===== src/design/missing_sequence_range_set_defines.svh =====
// Assertion macros for the missing-sequence range set.
`ifndef MISSING_SEQUENCE_RANGE_SET_DEFINES_SVH
`define MISSING_SEQUENCE_RANGE_SET_DEFINES_SVH

// Same-cycle implication, checked outside reset.
`define MSRS_ASSERT_NOW(name, ante, cons) \
    name: assert property (@(posedge i_clk) disable iff (!i_rst_n) (ante) |-> (cons)) \
        else $error("missing_sequence_range_set: same-cycle check failed");

// Next-cycle implication, checked outside reset.
`define MSRS_ASSERT_NEXT(name, ante, cons) \
    name: assert property (@(posedge i_clk) disable iff (!i_rst_n) (ante) |=> (cons)) \
        else $error("missing_sequence_range_set: next-cycle check failed");

`endif


===== src/design/msrs_pkg.sv =====
// Shared types and codes for the missing-sequence range set.
package msrs_pkg;

    localparam logic [1:0] ACT_ADD    = 2'd0;
    localparam logic [1:0] ACT_REMOVE = 2'd1;
    localparam logic [1:0] ACT_QUERY  = 2'd2;

    typedef struct packed {
        logic [31:0] lo;
        logic [31:0] hi;
    } t_range;

    typedef struct packed {
        logic   wr_en;
        t_range wr;
        logic   extra_en;
        t_range extra;
        t_range acc;
        logic   placed;
        logic   hit;
    } t_eval;

endpackage


===== src/design/missing_sequence_range_set.sv =====
// Top level of the missing-sequence range set: sequencer, table banks and result register.
//
//  channel | signals                                          | direction
//  in      | i_in_valid, o_in_ready, i_action, i_first_seq,   | into block
//          | i_last_seq                                       |
//  out     | o_out_valid, i_out_ready, o_is_missing,          | out of block
//          | o_overflow, o_ranges_held                        |
//
// An item streams the n stored intervals through the compare unit from one bank into the
// other, one per cycle but for an extra write step in S_EXTRA on a split or an insertion;
// an add also ends with a step in S_TAIL that writes the range if it met no later interval.
// A reversed add or an unused action code skips the scan.
// The single read port of the table memory paces the scan. The input is not ready while an
// item is in work, and a finished item waits for a free result register if the output stalls.
// Reset empties the table at once; no clearing pass is needed.
module missing_sequence_range_set #(
    parameter int MAX_RANGES = 16
) (
    input  logic        i_clk,
    input  logic        i_rst_n,
    input  logic        i_in_valid,
    output logic        o_in_ready,
    input  logic [1:0]  i_action,
    input  logic [31:0] i_first_seq,
    input  logic [31:0] i_last_seq,
    output logic        o_out_valid,
    input  logic        i_out_ready,
    output logic        o_is_missing,
    output logic        o_overflow,
    output logic [4:0]  o_ranges_held
);

    localparam int IW = $clog2(MAX_RANGES);
    localparam int CW = $clog2(MAX_RANGES + 1);
    localparam int AW = IW + 1;

    typedef enum logic [4:0] {
        S_IDLE  = 5'b00001,
        S_RUN   = 5'b00010,
        S_EXTRA = 5'b00100,
        S_TAIL  = 5'b01000,
        S_DONE  = 5'b10000
    } t_state;

    t_state           r_state, n_state;
    logic             r_bank, n_bank;
    logic [CW-1:0]    r_count, n_count;
    logic [CW-1:0]    r_idx, n_idx;
    logic [CW-1:0]    r_wptr, n_wptr;
    logic [1:0]       r_action, n_action;
    logic [31:0]      r_first, n_first;
    logic [31:0]      r_last, n_last;
    msrs_pkg::t_range r_acc, n_acc;
    msrs_pkg::t_range r_pend, n_pend;
    logic             r_placed, n_placed;
    logic             r_ovf, n_ovf;
    logic             r_miss, n_miss;
    logic             r_commit, n_commit;
    logic             r_out_valid, n_out_valid;
    logic             r_out_miss, n_out_miss;
    logic             r_out_ovf, n_out_ovf;
    logic [4:0]       r_out_held, n_out_held;

    logic             wreq;
    msrs_pkg::t_range wdata;
    logic             mem_we;
    logic             mem_re;
    logic [IW-1:0]    rd_idx;
    msrs_pkg::t_range mem_rdata;
    msrs_pkg::t_eval  ev;
    logic [CW-1:0]    next_idx;
    logic             accept;
    logic             table_full_wr;

    msrs_mem #(
        .AW(AW)
    ) u_mem (
        .i_clk   (i_clk),
        .i_we    (mem_we),
        .i_waddr ({~r_bank, r_wptr[IW-1:0]}),
        .i_wdata (wdata),
        .i_re    (mem_re),
        .i_raddr ({r_bank, rd_idx}),
        .o_rdata (mem_rdata)
    );

    msrs_eval u_eval (
        .i_action (r_action),
        .i_first  (r_first),
        .i_last   (r_last),
        .i_entry  (mem_rdata),
        .i_acc    (r_acc),
        .i_placed (r_placed),
        .o_res    (ev)
    );

    assign accept        = i_in_valid && o_in_ready;
    assign next_idx      = r_idx + CW'(1);
    assign table_full_wr = r_wptr == CW'(MAX_RANGES);

    always_comb begin
        n_state     = r_state;
        n_bank      = r_bank;
        n_count     = r_count;
        n_idx       = r_idx;
        n_wptr      = r_wptr;
        n_action    = r_action;
        n_first     = r_first;
        n_last      = r_last;
        n_acc       = r_acc;
        n_pend      = r_pend;
        n_placed    = r_placed;
        n_ovf       = r_ovf;
        n_miss      = r_miss;
        n_commit    = r_commit;
        n_out_valid = r_out_valid;
        n_out_miss  = r_out_miss;
        n_out_ovf   = r_out_ovf;
        n_out_held  = r_out_held;
        wreq        = 1'b0;
        wdata       = r_acc;
        mem_re      = 1'b0;
        rd_idx      = '0;
        mem_we      = 1'b0;

        if (r_out_valid && i_out_ready) begin
            n_out_valid = 1'b0;
        end

        case (r_state)
            S_IDLE: begin
                if (accept) begin
                    n_action = i_action;
                    n_first  = i_first_seq;
                    n_last   = i_last_seq;
                    n_acc    = '{lo: i_first_seq, hi: i_last_seq};
                    n_placed = 1'b0;
                    n_ovf    = 1'b0;
                    n_miss   = 1'b0;
                    n_wptr   = '0;
                    n_idx    = '0;
                    n_commit = ((i_action == msrs_pkg::ACT_ADD) && (i_first_seq <= i_last_seq))
                               || (i_action == msrs_pkg::ACT_REMOVE);
                    if ((i_action == msrs_pkg::ACT_ADD) && (i_first_seq > i_last_seq)) begin
                        n_state = S_DONE;
                    end else if ((i_action != msrs_pkg::ACT_ADD)
                                 && (i_action != msrs_pkg::ACT_REMOVE)
                                 && (i_action != msrs_pkg::ACT_QUERY)) begin
                        n_state = S_DONE;
                    end else if (r_count == '0) begin
                        n_state = (i_action == msrs_pkg::ACT_ADD) ? S_TAIL : S_DONE;
                    end else begin
                        mem_re  = 1'b1;
                        n_state = S_RUN;
                    end
                end
            end
            S_RUN: begin
                n_acc    = ev.acc;
                n_placed = ev.placed;
                if (ev.hit) begin
                    n_miss = 1'b1;
                end
                wreq  = ev.wr_en;
                wdata = ev.wr;
                if (ev.extra_en) begin
                    n_pend  = ev.extra;
                    n_state = S_EXTRA;
                end else if (next_idx < r_count) begin
                    mem_re  = 1'b1;
                    rd_idx  = next_idx[IW-1:0];
                    n_idx   = next_idx;
                end else begin
                    n_state = (r_action == msrs_pkg::ACT_ADD) ? S_TAIL : S_DONE;
                end
            end
            S_EXTRA: begin
                wreq  = 1'b1;
                wdata = r_pend;
                if (next_idx < r_count) begin
                    mem_re  = 1'b1;
                    rd_idx  = next_idx[IW-1:0];
                    n_idx   = next_idx;
                    n_state = S_RUN;
                end else begin
                    n_state = (r_action == msrs_pkg::ACT_ADD) ? S_TAIL : S_DONE;
                end
            end
            S_TAIL: begin
                // A range that met no later interval goes last.
                wreq    = !r_placed;
                wdata   = r_acc;
                n_state = S_DONE;
            end
            S_DONE: begin
                if (!r_out_valid || i_out_ready) begin
                    n_out_valid = 1'b1;
                    n_out_miss  = r_miss;
                    n_out_ovf   = r_ovf;
                    n_state     = S_IDLE;
                    if (r_commit && !r_ovf) begin
                        n_bank     = ~r_bank;
                        n_count    = r_wptr;
                        n_out_held = 5'(r_wptr);
                    end else begin
                        n_out_held = 5'(r_count);
                    end
                end
            end
            default: begin
                n_state = S_IDLE;
            end
        endcase

        // A write past capacity means the new table would not fit: keep the old bank.
        if (wreq) begin
            if (table_full_wr) begin
                n_ovf = 1'b1;
            end else begin
                mem_we = 1'b1;
                n_wptr = r_wptr + CW'(1);
            end
        end
    end

    always_ff @(posedge i_clk) begin
        if (!i_rst_n) begin
            r_state     <= S_IDLE;
            r_bank      <= 1'b0;
            r_count     <= '0;
            r_out_valid <= 1'b0;
        end else begin
            r_state     <= n_state;
            r_bank      <= n_bank;
            r_count     <= n_count;
            r_out_valid <= n_out_valid;
        end
    end

    always_ff @(posedge i_clk) begin
        r_idx      <= n_idx;
        r_wptr     <= n_wptr;
        r_action   <= n_action;
        r_first    <= n_first;
        r_last     <= n_last;
        r_acc      <= n_acc;
        r_pend     <= n_pend;
        r_placed   <= n_placed;
        r_ovf      <= n_ovf;
        r_miss     <= n_miss;
        r_commit   <= n_commit;
        r_out_miss <= n_out_miss;
        r_out_ovf  <= n_out_ovf;
        r_out_held <= n_out_held;
    end

    assign o_in_ready    = r_state == S_IDLE;
    assign o_out_valid   = r_out_valid;
    assign o_is_missing  = r_out_miss;
    assign o_overflow    = r_out_ovf;
    assign o_ranges_held = r_out_held;

`include "missing_sequence_range_set_defines.svh"

    `MSRS_ASSERT_NOW(a_state_onehot, 1'b1, $onehot(r_state))
    `MSRS_ASSERT_NOW(a_count_cap, 1'b1, r_count <= CW'(MAX_RANGES))
    `MSRS_ASSERT_NOW(a_write_busy, mem_we, (r_state != S_IDLE) && (r_state != S_DONE))
    `MSRS_ASSERT_NOW(a_ovf_full, o_out_valid && o_overflow, o_ranges_held == 5'(MAX_RANGES))
    `MSRS_ASSERT_NEXT(a_busy_after_take, i_in_valid && o_in_ready, !o_in_ready)

endmodule


===== src/design/msrs_mem.sv =====
// Interval table storage: two banks in one array, one write and one registered read port.
module msrs_mem #(
    parameter int AW = 5
) (
    input  logic                   i_clk,
    input  logic                   i_we,
    input  logic [AW-1:0]          i_waddr,
    input  msrs_pkg::t_range       i_wdata,
    input  logic                   i_re,
    input  logic [AW-1:0]          i_raddr,
    output msrs_pkg::t_range       o_rdata
);

    msrs_pkg::t_range r_mem [(1 << AW)];
    msrs_pkg::t_range r_rdata;

    always_ff @(posedge i_clk) begin
        if (i_we) begin
            r_mem[i_waddr] <= i_wdata;
        end
    end

    always_ff @(posedge i_clk) begin
        if (i_re) begin
            r_rdata <= r_mem[i_raddr];
        end
    end

    assign o_rdata = r_rdata;

endmodule


===== src/design/msrs_eval.sv =====
// Shared compare unit: decides what one stored interval turns into for the current operation.
module msrs_eval (
    input  logic [1:0]         i_action,
    input  logic [31:0]        i_first,
    input  logic [31:0]        i_last,
    input  msrs_pkg::t_range   i_entry,
    input  msrs_pkg::t_range   i_acc,
    input  logic               i_placed,
    output msrs_pkg::t_eval    o_res
);

    logic        ahead;
    logic        touch;
    logic        hit;
    logic [32:0] hi_p1;
    logic [32:0] last_p1;

    assign hi_p1   = {1'b0, i_entry.hi} + 33'd1;
    assign last_p1 = {1'b0, i_last} + 33'd1;
    // The interval ends more than one below the new range, so it stays ahead of it.
    assign ahead   = hi_p1 < {1'b0, i_first};
    assign touch   = {1'b0, i_entry.lo} <= last_p1;
    assign hit     = (i_entry.lo <= i_first) && (i_first <= i_entry.hi);

    always_comb begin
        o_res          = '0;
        o_res.wr       = i_entry;
        o_res.extra    = i_entry;
        o_res.acc      = i_acc;
        o_res.placed   = i_placed;
        case (i_action)
            msrs_pkg::ACT_ADD: begin
                if (i_placed || ahead) begin
                    o_res.wr_en = 1'b1;
                end else if (touch) begin
                    if (i_entry.lo < i_acc.lo) begin
                        o_res.acc.lo = i_entry.lo;
                    end
                    if (i_entry.hi > i_acc.hi) begin
                        o_res.acc.hi = i_entry.hi;
                    end
                end else begin
                    // First interval beyond the range: the merged range goes out ahead of it.
                    o_res.wr_en    = 1'b1;
                    o_res.wr       = i_acc;
                    o_res.extra_en = 1'b1;
                    o_res.placed   = 1'b1;
                end
            end
            msrs_pkg::ACT_REMOVE: begin
                if (hit) begin
                    if (i_entry.lo == i_first && i_entry.hi == i_first) begin
                        o_res.wr_en = 1'b0;
                    end else if (i_entry.lo == i_first) begin
                        o_res.wr_en = 1'b1;
                        o_res.wr.lo = i_first + 32'd1;
                    end else if (i_entry.hi == i_first) begin
                        o_res.wr_en = 1'b1;
                        o_res.wr.hi = i_first - 32'd1;
                    end else begin
                        o_res.wr_en    = 1'b1;
                        o_res.wr.hi    = i_first - 32'd1;
                        o_res.extra_en = 1'b1;
                        o_res.extra.lo = i_first + 32'd1;
                    end
                end else begin
                    o_res.wr_en = 1'b1;
                end
            end
            msrs_pkg::ACT_QUERY: begin
                o_res.hit = hit;
            end
            default: begin
                o_res.wr_en = 1'b0;
            end
        endcase
    end

endmodule


===== config.mk =====
export PLATFORM = sky130hd
export DESIGN_NAME = missing_sequence_range_set
export DESIGN_NICKNAME = d
export VERILOG_FILES = /design/src/design/msrs_pkg.sv /design/src/design/missing_sequence_range_set.sv /design/src/design/msrs_mem.sv /design/src/design/msrs_eval.sv
export VERILOG_INCLUDE_DIRS = /design/src /design/src/design
export SDC_FILE = /design/constraint.sdc
export NUM_CORES = 2
export LEC_CHECK = 0
export ABC_AREA = 1
export BUFFER_PORTS_ARGS = -buffer_cell sky130_fd_sc_hd__buf_2
export CAP_MARGIN = 20
export CORE_MARGIN = 2
export CORE_UTILIZATION = 57
export CTS_CLUSTER_SIZE = 12
export DETAILED_ROUTE_END_ITERATION = 16
export PLACE_DENSITY = 0.71
export RECOVER_POWER = 100
export SLEW_MARGIN = 20
export SYNTH_ARGS = -nofsm -noshare
export SYNTH_HDL_FRONTEND = slang
export SYNTH_SLANG_ARGS = --single-unit

===== constraint.sdc =====
create_clock -name i_clk -period 24.4 [get_ports i_clk]
set_input_delay 1.22 -clock i_clk [delete_from_list [all_inputs] [get_ports i_clk]]
set_output_delay 1.22 -clock i_clk [all_outputs]
set_load 0.03 [all_outputs]

==> impl_metrics.toml <==
[outcome]
status = "finished with violations"
violations = "capacitance limit, slew limit"

[power_and_ir_drop]
p_per_area_nw_per_um2 = 84.53
p_leak_nw = 39.78
peakVddDrop_v = 0.0001094

[place]
place_area_um2 = 108300
dpl_worst_slack_ns = 15.46
io_buffer_count = 78
dp_cells = 11416
gp_congestion = 1.000
hpwl_mm = 183.1

[yosys]
synth_top_flop_cell = "edfxtp_1"
syn_avg_cell_area_um2 = 11.32
yosysUniqueCellTypes = 54
synthCells = 9360
synth_seq_cells = 2339
synth_most_common_cell = "nand3_1"
ys_async_sr_fraction_pct = 0
synth_edf_count = 2321
synth_nets = 9667
synth_area_leaders = "edfxtp_1 66%, nand3_1 18%, nand2_1 3.6%"
yosysWarnings = 0
netlist_top_cells_count = "3723 x nand3_1, 2321 x edfxtp_1, 1024 x nand2_1"
synth_top_area_share_pct = 65.76
seq_area_frac_synth_pct = 66.10
yosys.area.top_type = "edfxtp_1"
mappedNetlistArea_um2 = 106000

[timing]
fin_ws_ns = 8.850
hold_slack_ns = 0.4304
min_period_ns = 15.55
fmax_mhz = 64.31
slew_viol_final = 4017
rsz0062_at_grt = "no"
slew_headroom_pct = -219.1
setup_viol = 0
fin_setup_tns_ns = 0
worst_slew_pin_slew_ns = 4.787
finalCritPeriodShare_pct = 63.73
skew_ns = 0.05753
final-hold-violation-count = 0

[min_path]
min-delay-start = "r_ovf"
hold_class = "flop to flop"
holdPathStages = 0
min_to = "o_overflow"

[clock_network]
cts_tree = "built"
numCtsBuffers = 231
clock_path_buffers = 3
cts_setup_buffers = 0
cts-resized-gates = 0
cts_sinks = 2339
cts_hold_buf = 0
clk_pin_slew_ns = 0.06
clock_latency_ns = 0.90
clockRootBuffer = "clkbuf_16"
htreeDepth = 4

[critical_path]
crit_slowest_cell = "clkbuf_1"
required_ns = 25.03
cpMostUsedCell = "nand2_1"
r2r_start = "u_mem.o_rdata[2]"
reg2reg_depth = 35
crit_type = "flop to flop"
critPathLaunchType = "flop"
r2r_slack_ns = 8.85
crit_arrival_ns = 16.18
worstReg2RegEnd = "u_mem.o_rdata[18]"
cp_slowest_stage_delay_ns = 2.79
path_max_fanout = 144
cp-end-kind = "flop"

[route]
drt_iter0_markers = 14193
routedWlPerCell_um = 29.28
ant_nets = 0
vias = 80411
dr.pass1.iters = 10
routed_via_density = 6.818
wl_mm = 345.4
drcViolationCount = 0

[finish]
syn_to_final_growth_pct = 7.693
fin_cells = 11794
fin_area_um2 = 114100
drive_above_1_share_pct = 4.286
nets = 9478

[run]
max_cap_violations = 125

[floorplan]
io_pins = 79
die_y_um = 435.2
num_rows = 158
die_w_um = 435.2
fp.dieArea_um2 = 189400
initial_core_util_pct = 57.28
core_um2 = 185000

[global_route]
grt_pass1_wl_mm = 503.0
first_global_vias = 75338
antenna_found_initial = 18
grt_usage_pct = 35.69
grt_overflow_total = 0
grt_max_degree = 219
==> registers in the layout, indices dropped and copies added (netlist names) <==
register       flops
r_last            32
r_ovf              1
r_idx              5
r_count            5
o_out_valid        1
r_bank             1
r_miss             1
r_action           2
u_mem.r_mem     2048
r_pend            64
r_wptr             5
r_acc             64
o_ranges_held      5
o_overflow         1
r_commit           1
u_mem.o_rdata     64
r_placed           1
r_state            5
o_is_missing       1
r_first           32
==> where the power goes <==
| part | total, mW | switching (mW) | leakage [nW] | internal, mW |
|---|---|---|---|---|
| logic | 1.54 | 1.28 | 15.5 | 0.252 |
| registers | 4.84 | 0.0999 | 21.1 | 4.74 |
| clock network | 3.27 | 1.49 | 3.24 | 1.78 |
| total | 9.65 | 2.88 | 39.8 | 6.77 |
==> critical path: cells and delay by family, from the launching register on <==
kind	cells	cell delay (ns)
fa+ha+maj	1	0.29
buf+inv	5	6.15
compound gates	1	0.41
simple gates	27	7.63
xor+xnor	1	0.20
flops	1	0.50
==> cells in the final DEF, fill, tap and decap left out, types with 17 or more instances in the layout <==
| cell type | Yosys | layout |
|---|---|---|
| dfxtp_1 | 18 | 17 |
| clkbuf_1 | 277 | 278 |
| a21oi_1 | 170 | 171 |
| clkbuf_16 | 0 | 234 |
| o2111ai_1 | 42 | 42 |
| buf_4 | 73 | 48 |
| nand4_1 | 49 | 50 |
| xor2_1 | 87 | 87 |
| nor3_1 | 44 | 45 |
| nor2_1 | 186 | 174 |
| nand3_1 | 3723 | 3724 |
| edfxtp_1 | 2321 | 2321 |
| ha_1 | 237 | 236 |
| nand2_1 | 1024 | 1023 |
| inv_1 | 348 | 345 |
| o21ai_0 | 178 | 179 |
| o221ai_1 | 30 | 17 |
| clkinv_1 | 7 | 51 |
| o211ai_1 | 56 | 56 |
==> cell families (layout without fill, tap and decap cells) <==
family	Yosys count	count (layout)	share of synthesized area, %
flops	2339	2339	66.10
buf+inv	1074	1023	4.484
xor+xnor	102	102	0.8429
fa+ha+maj	237	237	2.798
compound gates	541	541	3.099
simple gates	5067	5067	22.68
other cells	0	5	0
==> how the worst max path moves through the flow <==
stage | start | endpoint | slack, ns
2_1_floorplan | i_in_valid | u_mem.o_rdata[0] | 15.77
5_1_grt | u_mem.o_rdata[2] | u_mem.o_rdata[48] | 8.29
3_3_place_gp | u_mem.o_rdata[2] | u_mem.o_rdata[18] | 15.61
6_report | u_mem.o_rdata[2] | u_mem.o_rdata[18] | 8.85
4_1_cts | r_last[2] | u_mem.o_rdata[62] | 15.45
3_5_place_dp | u_mem.o_rdata[2] | u_mem.o_rdata[20] | 15.46
==> area by class of cell <==
cell class | count | area (um^2)
Multi-Input combinational cell | 5947 | 31360
Inverter | 362 | 1390
Timing Repair Buffer | 290 | 1551
Sequential cell | 2339 | 70060
Tap cell | 2480 | 3103
Fill cell | 14587 | 70900
Clock inverter | 78 | 580.6
Antenna cell | 5 | 12.51
Clock buffer | 293 | 6077
==> per-stage QoR <==
step / total power [mW] / utilization [%]
after floorplan: 5.821 / -
after CTS: 9.588 / 62.14
after detailed placement: 6.391 / 58.54
final: 9.648 / 61.68
after global placement: 6.355 / 58.54
after global routing: 9.905 / 61.68
==> per-layer routing <==
layer | track usage [%] | wire, um
met5 | 0 | 70
met4 | 17.09 | 17060
met3 | 7.914 | 48520
met2 | 51.77 | 150000
met1 | 51.37 | 129700
Note: power is estimated with default switching activity, not from simulation.
